### src/rtl/esc_pkg.sv
// ----------------------------------------------------------------------------
// esc_pkg: shared constants and types for the epoch seconds to calendar block
// Holds the reciprocal constants of the fixed divisions, the pipeline depth,
// the per-stage advance struct and the month offset table.
// ----------------------------------------------------------------------------
`timescale 1ns / 1ps
`default_nettype none

package esc_pkg;

	// Pipeline depth from the input register to the result register.
	localparam int NUM_STG = 7;

	localparam int RAW_W  = 32;
	localparam int DAYS_W = 16;
	localparam int SOD_W  = 17;
	localparam int SOH_W  = 12;
	localparam int DJ_W   = 16;
	localparam int YOE_W  = 8;
	localparam int DOY_W  = 9;
	localparam int MP_W   = 4;

	localparam int SEC_W  = 6;
	localparam int MIN_W  = 6;
	localparam int HOUR_W = 5;
	localparam int DOM_W  = 5;
	localparam int MON_W  = 4;
	localparam int YEAR_W = 12;

	localparam logic [31:0] SECS_PER_DAY  = 32'd86400;
	localparam logic [16:0] SECS_PER_HOUR = 17'd3600;
	localparam logic [11:0] SECS_PER_MIN  = 12'd60;

	// Days divide: raw / 86400 = (raw >> 7) / 675, exact for 25-bit operands.
	localparam int          DAY_SHIFT = 35;
	localparam logic [25:0] DAY_RECIP = 26'(((64'd1 << DAY_SHIFT) + 64'd674) / 64'd675);

	// Hour divide: sod / 3600 = (sod >> 4) / 225, exact for 13-bit operands.
	localparam int          HOUR_SHIFT = 21;
	localparam logic [13:0] HOUR_RECIP = 14'(((64'd1 << HOUR_SHIFT) + 64'd224) / 64'd225);

	// Minute divide: soh / 60 = (soh >> 2) / 15, exact for 10-bit operands.
	localparam int          MIN_SHIFT = 14;
	localparam logic [10:0] MIN_RECIP = 11'(((64'd1 << MIN_SHIFT) + 64'd14) / 64'd15);

	// Four-year cycle divide by 1461, exact for 18-bit operands.
	localparam int          CYC_SHIFT = 29;
	localparam logic [18:0] CYC_RECIP = 19'(((64'd1 << CYC_SHIFT) + 64'd1460) / 64'd1461);

	// Month divide by 153, exact for 11-bit operands.
	localparam int          MP_SHIFT = 19;
	localparam logic [11:0] MP_RECIP = 12'(((64'd1 << MP_SHIFT) + 64'd152) / 64'd153);

	// Day count is rebased to 1968-03-01, the start of a March-based year.
	localparam logic [15:0] DJ_BASE   = 16'd671;
	// First day count that lies on or after 2100-03-01.
	localparam logic [15:0] DAY_2100M = 16'd47541;
	localparam logic [11:0] BASE_YEAR = 12'd1968;

	// Advance enables of the pipeline stages, one bit per stage. The input
	// register stage s1 is the least significant bit.
	typedef struct packed {
		logic s7;
		logic s6;
		logic s5;
		logic s4;
		logic s3;
		logic s2;
		logic s1;
	} esc_adv_t;

	// Day-of-year offset of each month in a March-based year.
	function automatic logic [DOY_W-1:0] month_start(input logic [MP_W-1:0] mp);
		logic [DOY_W-1:0] ofs;
		case (mp)
			4'd0:    ofs = 9'd0;
			4'd1:    ofs = 9'd31;
			4'd2:    ofs = 9'd61;
			4'd3:    ofs = 9'd92;
			4'd4:    ofs = 9'd122;
			4'd5:    ofs = 9'd153;
			4'd6:    ofs = 9'd184;
			4'd7:    ofs = 9'd214;
			4'd8:    ofs = 9'd245;
			4'd9:    ofs = 9'd275;
			4'd10:   ofs = 9'd306;
			4'd11:   ofs = 9'd337;
			default: ofs = 9'd0;
		endcase
		return ofs;
	endfunction

endpackage

`default_nettype wire

### src/rtl/esc_split.sv
// ----------------------------------------------------------------------------
// esc_split: whole days and seconds of day
// Divides the raw seconds by 86400, then forms the second of the day and the
// day count rebased to 1968-03-01 with the missing leap day of 2100 filled in.
// ----------------------------------------------------------------------------
`timescale 1ns / 1ps
`default_nettype none

module esc_split
	import esc_pkg::*;
(
	input  wire logic             clk,
	input  wire esc_adv_t         adv,
	input  wire logic [RAW_W-1:0] raw_s1,
	output logic      [SOD_W-1:0] sod_s3,
	output logic      [DJ_W-1:0]  dj_s3
);

	logic [50:0]       day_prod;
	logic [DAYS_W-1:0] days_s2;
	logic [RAW_W-1:0]  raw_s2;
	logic [31:0]       day_base;
	logic [31:0]       sod_full;

	assign day_prod = 51'(raw_s1[31:7]) * 51'(DAY_RECIP);

	always_ff @(posedge clk) begin
		if (adv.s2) begin
			days_s2 <= day_prod[DAY_SHIFT +: DAYS_W];
			raw_s2  <= raw_s1;
		end
	end

	assign day_base = 32'(days_s2) * SECS_PER_DAY;
	assign sod_full = raw_s2 - day_base;

	always_ff @(posedge clk) begin
		if (adv.s3) begin
			sod_s3 <= sod_full[SOD_W-1:0];
			// Counting in four-year cycles would give 2100 a leap day; skipping
			// one day from March 2100 on keeps the cycle arithmetic exact.
			if (days_s2 >= DAY_2100M) begin
				dj_s3 <= days_s2 + DJ_BASE + 16'd1;
			end else begin
				dj_s3 <= days_s2 + DJ_BASE;
			end
		end
	end

endmodule

`default_nettype wire

### src/rtl/esc_tod.sv
// ----------------------------------------------------------------------------
// esc_tod: time of day
// Splits the second of the day into hour, minute and second over four stages.
// ----------------------------------------------------------------------------
`timescale 1ns / 1ps
`default_nettype none

module esc_tod
	import esc_pkg::*;
(
	input  wire logic             clk,
	input  wire esc_adv_t         adv,
	input  wire logic [SOD_W-1:0] sod_s3,
	output logic      [SEC_W-1:0]  sec_s7,
	output logic      [MIN_W-1:0]  min_s7,
	output logic      [HOUR_W-1:0] hour_s7
);

	logic [26:0]       hour_prod;
	logic [HOUR_W-1:0] hour_s4, hour_s5, hour_s6;
	logic [SOD_W-1:0]  sod_s4;
	logic [SOD_W-1:0]  soh_full;
	logic [SOH_W-1:0]  soh_s5, soh_s6;
	logic [20:0]       min_prod;
	logic [MIN_W-1:0]  min_s6;
	logic [SOH_W-1:0]  sec_full;

	assign hour_prod = 27'(sod_s3[SOD_W-1:4]) * 27'(HOUR_RECIP);

	always_ff @(posedge clk) begin
		if (adv.s4) begin
			hour_s4 <= hour_prod[HOUR_SHIFT +: HOUR_W];
			sod_s4  <= sod_s3;
		end
	end

	assign soh_full = sod_s4 - SOD_W'(hour_s4) * SECS_PER_HOUR;

	always_ff @(posedge clk) begin
		if (adv.s5) begin
			soh_s5  <= soh_full[SOH_W-1:0];
			hour_s5 <= hour_s4;
		end
	end

	assign min_prod = 21'(soh_s5[SOH_W-1:2]) * 21'(MIN_RECIP);

	always_ff @(posedge clk) begin
		if (adv.s6) begin
			min_s6  <= min_prod[MIN_SHIFT +: MIN_W];
			soh_s6  <= soh_s5;
			hour_s6 <= hour_s5;
		end
	end

	assign sec_full = soh_s6 - SOH_W'(min_s6) * SECS_PER_MIN;

	always_ff @(posedge clk) begin
		if (adv.s7) begin
			sec_s7  <= sec_full[SEC_W-1:0];
			min_s7  <= min_s6;
			hour_s7 <= hour_s6;
		end
	end

endmodule

`default_nettype wire

### src/rtl/esc_date.sv
// ----------------------------------------------------------------------------
// esc_date: calendar date
// Turns the rebased day count into year, month and day of month using
// March-based years and four-year cycles, over four stages.
// ----------------------------------------------------------------------------
`timescale 1ns / 1ps
`default_nettype none

module esc_date
	import esc_pkg::*;
(
	input  wire logic            clk,
	input  wire esc_adv_t        adv,
	input  wire logic [DJ_W-1:0] dj_s3,
	output logic      [DOM_W-1:0]  dom_s7,
	output logic      [MON_W-1:0]  month_s7,
	output logic      [YEAR_W-1:0] year_s7
);

	logic [17:0]      cyc_num;
	logic [36:0]      cyc_prod;
	logic [YOE_W-1:0] yoe_s4, yoe_s5, yoe_s6;
	logic [DJ_W-1:0]  dj_s4;
	logic [DJ_W-1:0]  yoe_days;
	logic [DJ_W-1:0]  doy_full;
	logic [DOY_W-1:0] doy_s5, doy_s6;
	logic [10:0]      mp_num;
	logic [22:0]      mp_prod;
	logic [MP_W-1:0]  mp_s6;
	logic [DOY_W-1:0] dom_full;
	logic             past_dec;

	// Year of era is (4 * dj + 3) / 1461.
	assign cyc_num  = {dj_s3, 2'b11};
	assign cyc_prod = 37'(cyc_num) * 37'(CYC_RECIP);

	always_ff @(posedge clk) begin
		if (adv.s4) begin
			yoe_s4 <= cyc_prod[CYC_SHIFT +: YOE_W];
			dj_s4  <= dj_s3;
		end
	end

	assign yoe_days = DJ_W'(yoe_s4) * 16'd365 + DJ_W'(yoe_s4[YOE_W-1:2]);
	assign doy_full = dj_s4 - yoe_days;

	always_ff @(posedge clk) begin
		if (adv.s5) begin
			doy_s5 <= doy_full[DOY_W-1:0];
			yoe_s5 <= yoe_s4;
		end
	end

	// Month index from March is (5 * doy + 2) / 153.
	assign mp_num  = 11'(doy_s5) * 11'd5 + 11'd2;
	assign mp_prod = 23'(mp_num) * 23'(MP_RECIP);

	always_ff @(posedge clk) begin
		if (adv.s6) begin
			mp_s6  <= mp_prod[MP_SHIFT +: MP_W];
			doy_s6 <= doy_s5;
			yoe_s6 <= yoe_s5;
		end
	end

	assign dom_full = doy_s6 - month_start(mp_s6) + 9'd1;
	// January and February belong to the March-based year before.
	assign past_dec = (mp_s6 >= 4'd10);

	always_ff @(posedge clk) begin
		if (adv.s7) begin
			dom_s7 <= dom_full[DOM_W-1:0];
			if (past_dec) begin
				month_s7 <= mp_s6 - 4'd9;
			end else begin
				month_s7 <= mp_s6 + 4'd3;
			end
			year_s7 <= BASE_YEAR + YEAR_W'(yoe_s6) + YEAR_W'(past_dec);
		end
	end

endmodule

`default_nettype wire

### src/rtl/epoch_seconds_to_calendar.sv
// ----------------------------------------------------------------------------
// epoch_seconds_to_calendar: seconds since 1970 to Gregorian date and time
// Each item passes through 7 register stages, from the input register to the
// output registers. Throughput: one item per cycle while the consumer keeps
// taking results; the seven-stage pipeline with reciprocal multipliers sets
// this. Reset clears only the stage valid bits.
// ----------------------------------------------------------------------------
`timescale 1ns / 1ps
`default_nettype none

module epoch_seconds_to_calendar
	import esc_pkg::*;
(
	input  wire logic              clk,
	input  wire logic              arst_n,

	input  wire logic              req_valid,
	output logic                   req_ready,
	input  wire logic [RAW_W-1:0]  raw_seconds,

	output logic                   rsp_valid,
	input  wire logic              rsp_ready,
	output logic      [SEC_W-1:0]  second,
	output logic      [MIN_W-1:0]  minute,
	output logic      [HOUR_W-1:0] hour,
	output logic      [DOM_W-1:0]  day_of_month,
	output logic      [MON_W-1:0]  month,
	output logic      [YEAR_W-1:0] year
);

	// Stage valid bits; the last one marks a result waiting in the output
	// registers. Index 0 is the input register stage.
	logic [NUM_STG-1:0] vld_q;
	logic [NUM_STG-1:0] adv_vec;
	esc_adv_t           adv;

	logic [RAW_W-1:0]   raw_s1;
	logic [SOD_W-1:0]   sod_s3;
	logic [DJ_W-1:0]    dj_s3;

	// A stage loads when it is empty or when its content moves on in the same
	// cycle. This lets bubbles collapse, so an item is taken every cycle as
	// long as the consumer keeps taking results, and the pipeline still fills
	// up behind a stalled output without losing anything.
	always_comb begin
		adv_vec[NUM_STG-1] = !vld_q[NUM_STG-1] || rsp_ready;
		for (int k = NUM_STG - 2; k >= 0; k--) begin
			adv_vec[k] = !vld_q[k] || adv_vec[k+1];
		end
	end

	assign adv = esc_adv_t'(adv_vec[0 +: NUM_STG]);

	assign req_ready = adv.s1;
	assign rsp_valid = vld_q[NUM_STG-1];

	always_ff @(posedge clk or negedge arst_n) begin
		if (!arst_n) begin
			vld_q <= '0;
		end else begin
			if (adv_vec[0]) begin
				vld_q[0] <= req_valid;
			end
			for (int k = 1; k < NUM_STG; k++) begin
				if (adv_vec[k]) begin
					vld_q[k] <= vld_q[k-1];
				end
			end
		end
	end

	// Input register: the timestamp enters the pipeline here.
	always_ff @(posedge clk) begin
		if (adv.s1) begin
			raw_s1 <= raw_seconds;
		end
	end

	// Stages 2 and 3: whole days and the second of the day.
	esc_split u_split (
		.clk    (clk),
		.adv    (adv),
		.raw_s1 (raw_s1),
		.sod_s3 (sod_s3),
		.dj_s3  (dj_s3)
	);

	// Stages 4 to 7, time of day. Its last stage is the output register.
	esc_tod u_tod (
		.clk     (clk),
		.adv     (adv),
		.sod_s3  (sod_s3),
		.sec_s7  (second),
		.min_s7  (minute),
		.hour_s7 (hour)
	);

	// Stages 4 to 7, calendar date, in parallel with the time of day.
	esc_date u_date (
		.clk      (clk),
		.adv      (adv),
		.dj_s3    (dj_s3),
		.dom_s7   (day_of_month),
		.month_s7 (month),
		.year_s7  (year)
	);

	// With the output register empty every stage can move, so the block must
	// be ready for a new item.
	a_ready_when_drained: assert property (@(posedge clk) disable iff (!arst_n)
		!rsp_valid |-> req_ready)
		else $error("input not ready while the pipeline output is empty");

	// Time fields of a presented result stay in their ranges.
	a_time_range: assert property (@(posedge clk) disable iff (!arst_n)
		rsp_valid |-> (second <= 6'd59) && (minute <= 6'd59) && (hour <= 5'd23))
		else $error("time of day field out of range");

	// Date fields of a presented result stay in their ranges.
	a_date_range: assert property (@(posedge clk) disable iff (!arst_n)
		rsp_valid |-> (month >= 4'd1) && (month <= 4'd12) && (day_of_month >= 5'd1)
			&& (year >= 12'd1970) && (year <= 12'd2106))
		else $error("date field out of range");

	// A result that is not taken stays presented with all its fields unchanged.
	a_result_held: assert property (@(posedge clk) disable iff (!arst_n)
		rsp_valid && !rsp_ready |=> rsp_valid
			&& $stable({second, minute, hour, day_of_month, month, year}))
		else $error("result changed or dropped while stalled");

endmodule

`default_nettype wire
### config.mk
export PLATFORM = sky130hd
export DESIGN_NAME = epoch_seconds_to_calendar
export DESIGN_NICKNAME = d
export VERILOG_FILES = /design/src/rtl/esc_pkg.sv /design/src/rtl/esc_split.sv /design/src/rtl/esc_tod.sv /design/src/rtl/esc_date.sv /design/src/rtl/epoch_seconds_to_calendar.sv
export SDC_FILE = /design/constraint.sdc
export NUM_CORES = 2
export LEC_CHECK = 0
export BUFFER_PORTS_ARGS = -buffer_cell sky130_fd_sc_hd__buf_2
export CAP_MARGIN = 30
export CORE_MARGIN = 3
export CORE_UTILIZATION = 45
export DETAILED_ROUTE_END_ITERATION = 7
export GPL_TIMING_DRIVEN = 1
export PLACE_DENSITY_LB_ADDON = 0.3
export SETUP_SLACK_MARGIN = 0.05
export SYNTH_ARGS = -nofsm -noshare
export SYNTH_HDL_FRONTEND = slang
export SYNTH_HIERARCHICAL = 1
export SYNTH_SLANG_ARGS = --single-unit
### constraint.sdc
create_clock -name clk -period 10.35 [get_ports clk]
set_clock_uncertainty 0.1 [all_clocks]
set_input_delay 2.07 -clock clk [delete_from_list [all_inputs] [get_ports clk]]
set_output_delay 2.07 -clock clk [all_outputs]
set_load 0.05 [all_outputs]
# ---- Word level (Yosys, flattened, before mapping)
# Memories as Yosys holds them, arrays and structs flattened. A register that Yosys moved wholly into a read port is not among the register bits.
# Cells that the tools add are included.
dict set report totals {
  latch_bits 0
  regBits 245
  inputBits 36
  out_inout_bits 40
  elab_cells 76
  romBits 144
  memories 1
  ramBits 0
}
dict set report op_classes {
  muxes 3
  n_mul 10
  add_sub_neg 14
  n_shift 0
  n_reduce_logical 14
  div_mod_pow 0
  n_eq_ne 0
  magnitude_cmp 2
  bitwise_logic 0
}
# name words width read_ports rd_ports_with_merged_regs write_ports line_no
set mem_list {}
lappend mem_list {{(name not given)} 16 9 1 1 0 esc_pkg.sv:75} ;# case (mp)
# cell n
set op_table {}
lappend op_table {{25-bit by 26-bit multiplier with 51-bit output, second input constant} 1}
lappend op_table {{18-bit by 19-bit multiplier with 37-bit output, second input constant} 1}
lappend op_table {{13-bit by 14-bit multiplier with 26-bit output, second input constant} 1}
lappend op_table {{11-bit by 12-bit multiplier with 23-bit output, second input constant} 1}
lappend op_table {{10-bit by 11-bit multiplier with 20-bit output, second input constant} 1}
lappend op_table {{17-bit subtractor} 1}
lappend op_table {{16-bit by 1-bit adder with 16-bit output, second input constant} 1}
lappend op_table {{16-bit by 10-bit adder with 16-bit output, second input constant} 1}
lappend op_table {{16-bit >= comparator, second input constant} 1}
lappend op_table {{16-bit by 10-bit multiplier with 10-bit output, second input constant} 1}
lappend op_table {{16-bit two-way mux} 1}
lappend op_table {{11-bit by 8-bit adder with 12-bit output, first input constant} 1}
lappend op_table {{12-bit by 1-bit adder with 12-bit output} 1}
lappend op_table {{12-bit subtractor} 1}
lappend op_table {{11-bit by 2-bit adder with 11-bit output, second input constant} 1}
lappend op_table {{9-bit by 3-bit multiplier with 11-bit output, second input constant} 1}
lappend op_table {{9-bit by 6-bit adder with 9-bit output} 1}
lappend op_table {{8-bit by 9-bit multiplier with 9-bit output, second input constant} 1}
lappend op_table {{9-bit subtractor} 1}
lappend op_table {{5-bit by 8-bit multiplier with 8-bit output, second input constant} 1}
lappend op_table {{4-bit two-way mux} 2}
lappend op_table {{1-bit logical NOT} 7}
lappend op_table {{1-bit logical OR} 7}
lappend op_table {{6-bit by 4-bit multiplier with 4-bit output, second input constant} 1}
lappend op_table {{6 further kinds} 6}

# ---- Longest topological paths before layout
dict set report logic_depth {
  word_depth 8
  mapped_depth 33
  mapped_depth_nobuf 33
}

# ---- Hierarchy
# Netlist, hierarchy kept.
# mod seq_area_each_um2 cells_per_inst n_inst area_each_um2
set modules_own_cells {}
lappend modules_own_cells {esc_split 1981.9 1337 1 13640.6}
lappend modules_own_cells {esc_date 2262.2 1081 1 11841.4}
lappend modules_own_cells {esc_tod 2042.0 468 1 5786.8}
lappend modules_own_cells {epoch_seconds_to_calendar 1136.1 57 1 1261.2}

# ---- Least setup slack after synthesis
# OpenSTA, ideal clock, no wires.
dict set report synth_timing {
  path_type {register to register}
  startpoint {register u_date.doy_s5[1]}
  endpoint {register with a tool-made name}
  setup_time_ps 68
  synth_period_minus_slack_ps 7111
  stages_incl_launch_ff 29
  t_arrival_ps 6943
  path_slack_ps 3239
  t_required_ps 10182
  n_path_buf 0
  path_cell_list {edfxtp_1 > ha_1 > ha_1 > o211a_1 > o21a_1 > o21a_1 > o21a_1 > o21ai_0 > nand2b_1 > a21oi_1 > o21bai_1 > xor2_1 > ha_1 > inv_1 > fa_1 > fa_1 > fa_1 > fa_1 > inv_1 > ha_1 > and4_4 > and3_1 > a32oi_2 > nand3_2 > a311oi_2 > xnor2_1 > mux2_4 > mux2_4 > o2bb2ai_2}
}
# element line_no
set synth_rtl {}
lappend synth_rtl {{from (decl)} esc_date.sv:26} ;# logic [DOY_W-1:0] doy_s5, doy_s6;
lappend synth_rtl {{from (signal assigned)} esc_date.sv:49} ;# doy_s5 <= doy_full[DOY_W-1:0];

==> metrics.md <==
| Metric | Value |
|---|---|
| Status | finished clean |
| Total setup buffers inserted after CTS | 0 |
| Number of global-route vias before repair | 20700 |
| Antenna-violating nets left | 0 |
| Hold_ws | 310 ps |
| I/O Buffers | 75 |
| Worst Tran Pin Value | 904 ps |
| WS Path Type | register to register |
| Ys async rst share | 2.80% |
| Post_cts resized | 0 |
| Hold_sp | u_tod/sod_s4[2] |
| Height of the die | 275 um |
| Initial antenna violation count | 1 |
| Final Setup Violations | 0 |
| First-pass GRT wire length | 106000 um |
| Clock Latency Late Sink | 570 ps |
| Dpl ws | 2700 ps |
| Die width | 275 um |
| I/O Pins | 76 |
| Register area share after synthesis | 22.8% |
| Num CTS Buffers | 27 |
| N_diodes | 0 |
| Fin cells | 4004 |
| Final number of max-transition violations | 0 |
| Top-count cell post-synth | inv_1 |
| Max_slew headroom | 39.7% |
| Highest routed layer | met4 |
| Initial Util | 45.9% |
| Vias per cell | 4.90 |
| Fmax | 131 MHz |
| Wl on met1 | 29500 um |
| Crit Path Max Fanout | 6 |
| Layout cells sized above 1 | 5.78% |
| RePlAce Congestion | 0.905 |
| Final WS setup | 2720 ps |
| DRT iter0 DRCs | 706 |
| Wire length on met2 | 31200 um |
| Die ar. | 75600 um^2 |
| Hold Crit Class | register to register |
| Total track usage | 17.5% |
| Worst Path Required | 10750 ps |
| Root buffer cell | clkbuf_16 |
| Critical Path AT | 8030 ps |
| Crit. Startpoint | u_date/doy_s5[1] |
| GRT Residual Overflow | 0 |
| Yosys top cell by area | ha_1 |
| Number of synthesized flops with an enable pin | 238 |
| Yosys Warn Count | 6 |
| Drt drc | 0 |
| DRT Pass-1 Iters | 5 |
| Final min period | 7630 ps |
| Top-area cell type share of the netlist area | 28.0% |
| CTS clk-pin slew, worst paths | 70 ps |
| Dpl cells | 3954 |
| DR WL/cell | 15.9 um |
| Core ar. | 70900 um^2 |
| Post-CTS Hold Buffers | 0 |
| Ranking of synthesized cells by area | ha_1 (28%), fa_1 (24%), edfxtp_1 (22%) |
| Post-synth top cells | inv_1 (790), ha_1 (729), fa_1 (391), edfxtp_1 (238), a21oi_1 (108) |
| Syn nets | 4099 |
| Post-synthesis cell count | 2943 |
| CTS tree | yes |
| Hold Fails Final Rpt | 0 |
| Unrepaired setup endpoints after global routing | no |
| Cell Rows | 97 |
| Clock Sinks | 250 |
| Area delta synth->final | 7.45% |
| Mapped Area | 32500 um^2 |
| Clock Path Buffers | 3 |
| WL final | 63600 um |
| Nets | 4199 |
| Worst reg2reg path startpoint | u_date/doy_s5[1] |
| Crit path largest cell delay | 540 ps |
| CP Capture Type | register |
| #FFs+latches synth | 250 |
| Synth Flop Type | edfxtp_1 |
| DP HPWL | 54300 um |
| Mean Syn Cell Area | 11.1 um^2 |
| Pin count of the biggest net entering global routing | 40 |
| Worst path slowest cell | fa_1 |
| Routed via count | 19600 |
| Critical Path Start Type | register |
| TNS Setup | 0 ps |
| Post-synthesis cell type count | 97 |
| Met3 Routed Length | 1770 um |
| MaxCap Viol Count | 0 |
| Top cell by count, worst path | ha_1 |
| Period utilization | 73.7% |
| H-tree depth | 1 |
==> layout make-up <==
class | count | area, um^2
flip-flops and latches | 250 | 7420
well taps | 940 | 1180
fillers | 6434 | 35900
clock inverters | 22 | 201
inverters | 792 | 2970
clock buffers | 28 | 679
multi-input cells | 1893 | 22100
repair buffers | 79 | 405
==> stage by stage <==
step                      util (%)  area, um^2
after CTS                     49.3       35000
after detailed placement      48.1       34100
after global placement        48.1       34100
final                         49.3       35000
after floorplan                  -       32500
after global routing          49.3       35000
==> kinds of logic after synthesis <==
group	count (synthesis)	share of synthesized area, %
compound gates	329	6.77
xor+xnor	146	3.95
fa+ha+maj	1120	52.1
buf+inv	800	9.32
flops	250	22.8
mux	6	0.235
simple gates	292	4.80
==> flip-flops by register name, summed over array words and instances, names as in the netlist, 5 cells and up, named ones only <==
register and count:
u_split/raw_s2 17, u_tod/soh_s5 12, u_date/doy_s6 5, u_date/yoe_s5 8, raw_s1 32, u_date/dom_s7 5
u_tod/hour_s7 5, u_date/doy_s5 9, u_tod/hour_s5 5, u_tod/hour_s4 5, u_date/dj_s4 9, u_date/year_s7 12
u_tod/min_s7 6, u_split/days_s2 16, u_tod/soh_s6 6, u_date/yoe_s6 8, u_tod/sec_s7 6, u_tod/min_s6 6
u_tod/sod_s4 12, u_split/dj_s3 16, u_date/yoe_s4 8, u_tod/hour_s6 5, u_split/sod_s3 17, vld_q 7
==> critical path, delay by kind of cell, from the launching register on <==
kind / cells / cell delay, ps
buffers and inverters: 3 / 270
and+or+nand+nor: 5 / 740
DFF: 1 / 490
xor gates and xnor gates: 2 / 400
AOI/OAI and AO/OA: 9 / 1600
muxes: 2 / 540
adders and majority gates: 9 / 3430
==> final timing paths <==
kind,endpoint,slack [ps],cells after the start
setup / recovery,register,2720,30
hold / removal,u_tod/soh_s5[2],310,0
setup reg to reg,register,2720,30
hold reg to reg,u_tod/soh_s5[2],310,0
max in group asynchronous,vld_q[4],8740,1
min in group asynchronous,vld_q[1],1240,1
==> layout by cell type (no fill, tap or decap), types with 6 or more instances in the layout <==
cell type / instances
o21ai_0: 45
xnor2_1: 107
or2_2: 9
buf_2: 75
a211oi_1: 9
nor2b_1: 14
and3_1: 11
nand4_1: 15
edfxtp_1: 238
fa_1: 391
clkinv_2: 6
inv_1: 790
ha_1: 729
o21a_1: 15
clkbuf_16: 27
a21o_1: 44
and4_1: 7
dfrtp_1: 7
nor2_1: 56
a31oi_1: 9
o21ai_1: 9
xor2_1: 38
nand3_1: 30
nand2_1: 74
nand2b_1: 10
o211ai_1: 8
nor3_1: 22
a21oi_1: 108
o21bai_1: 18
==> layer usage <==
layer / track usage [%] / up-vias
met5: 0 / -
met4: 3.21 / 0
met3: 1.96 / 67
met2: 31.4 / 262
met1: 23.0 / 9454
li1: - / 9822
Power is not shown: default switching activity piles up to over one toggle a cycle in this logic, so the estimate is an artifact.
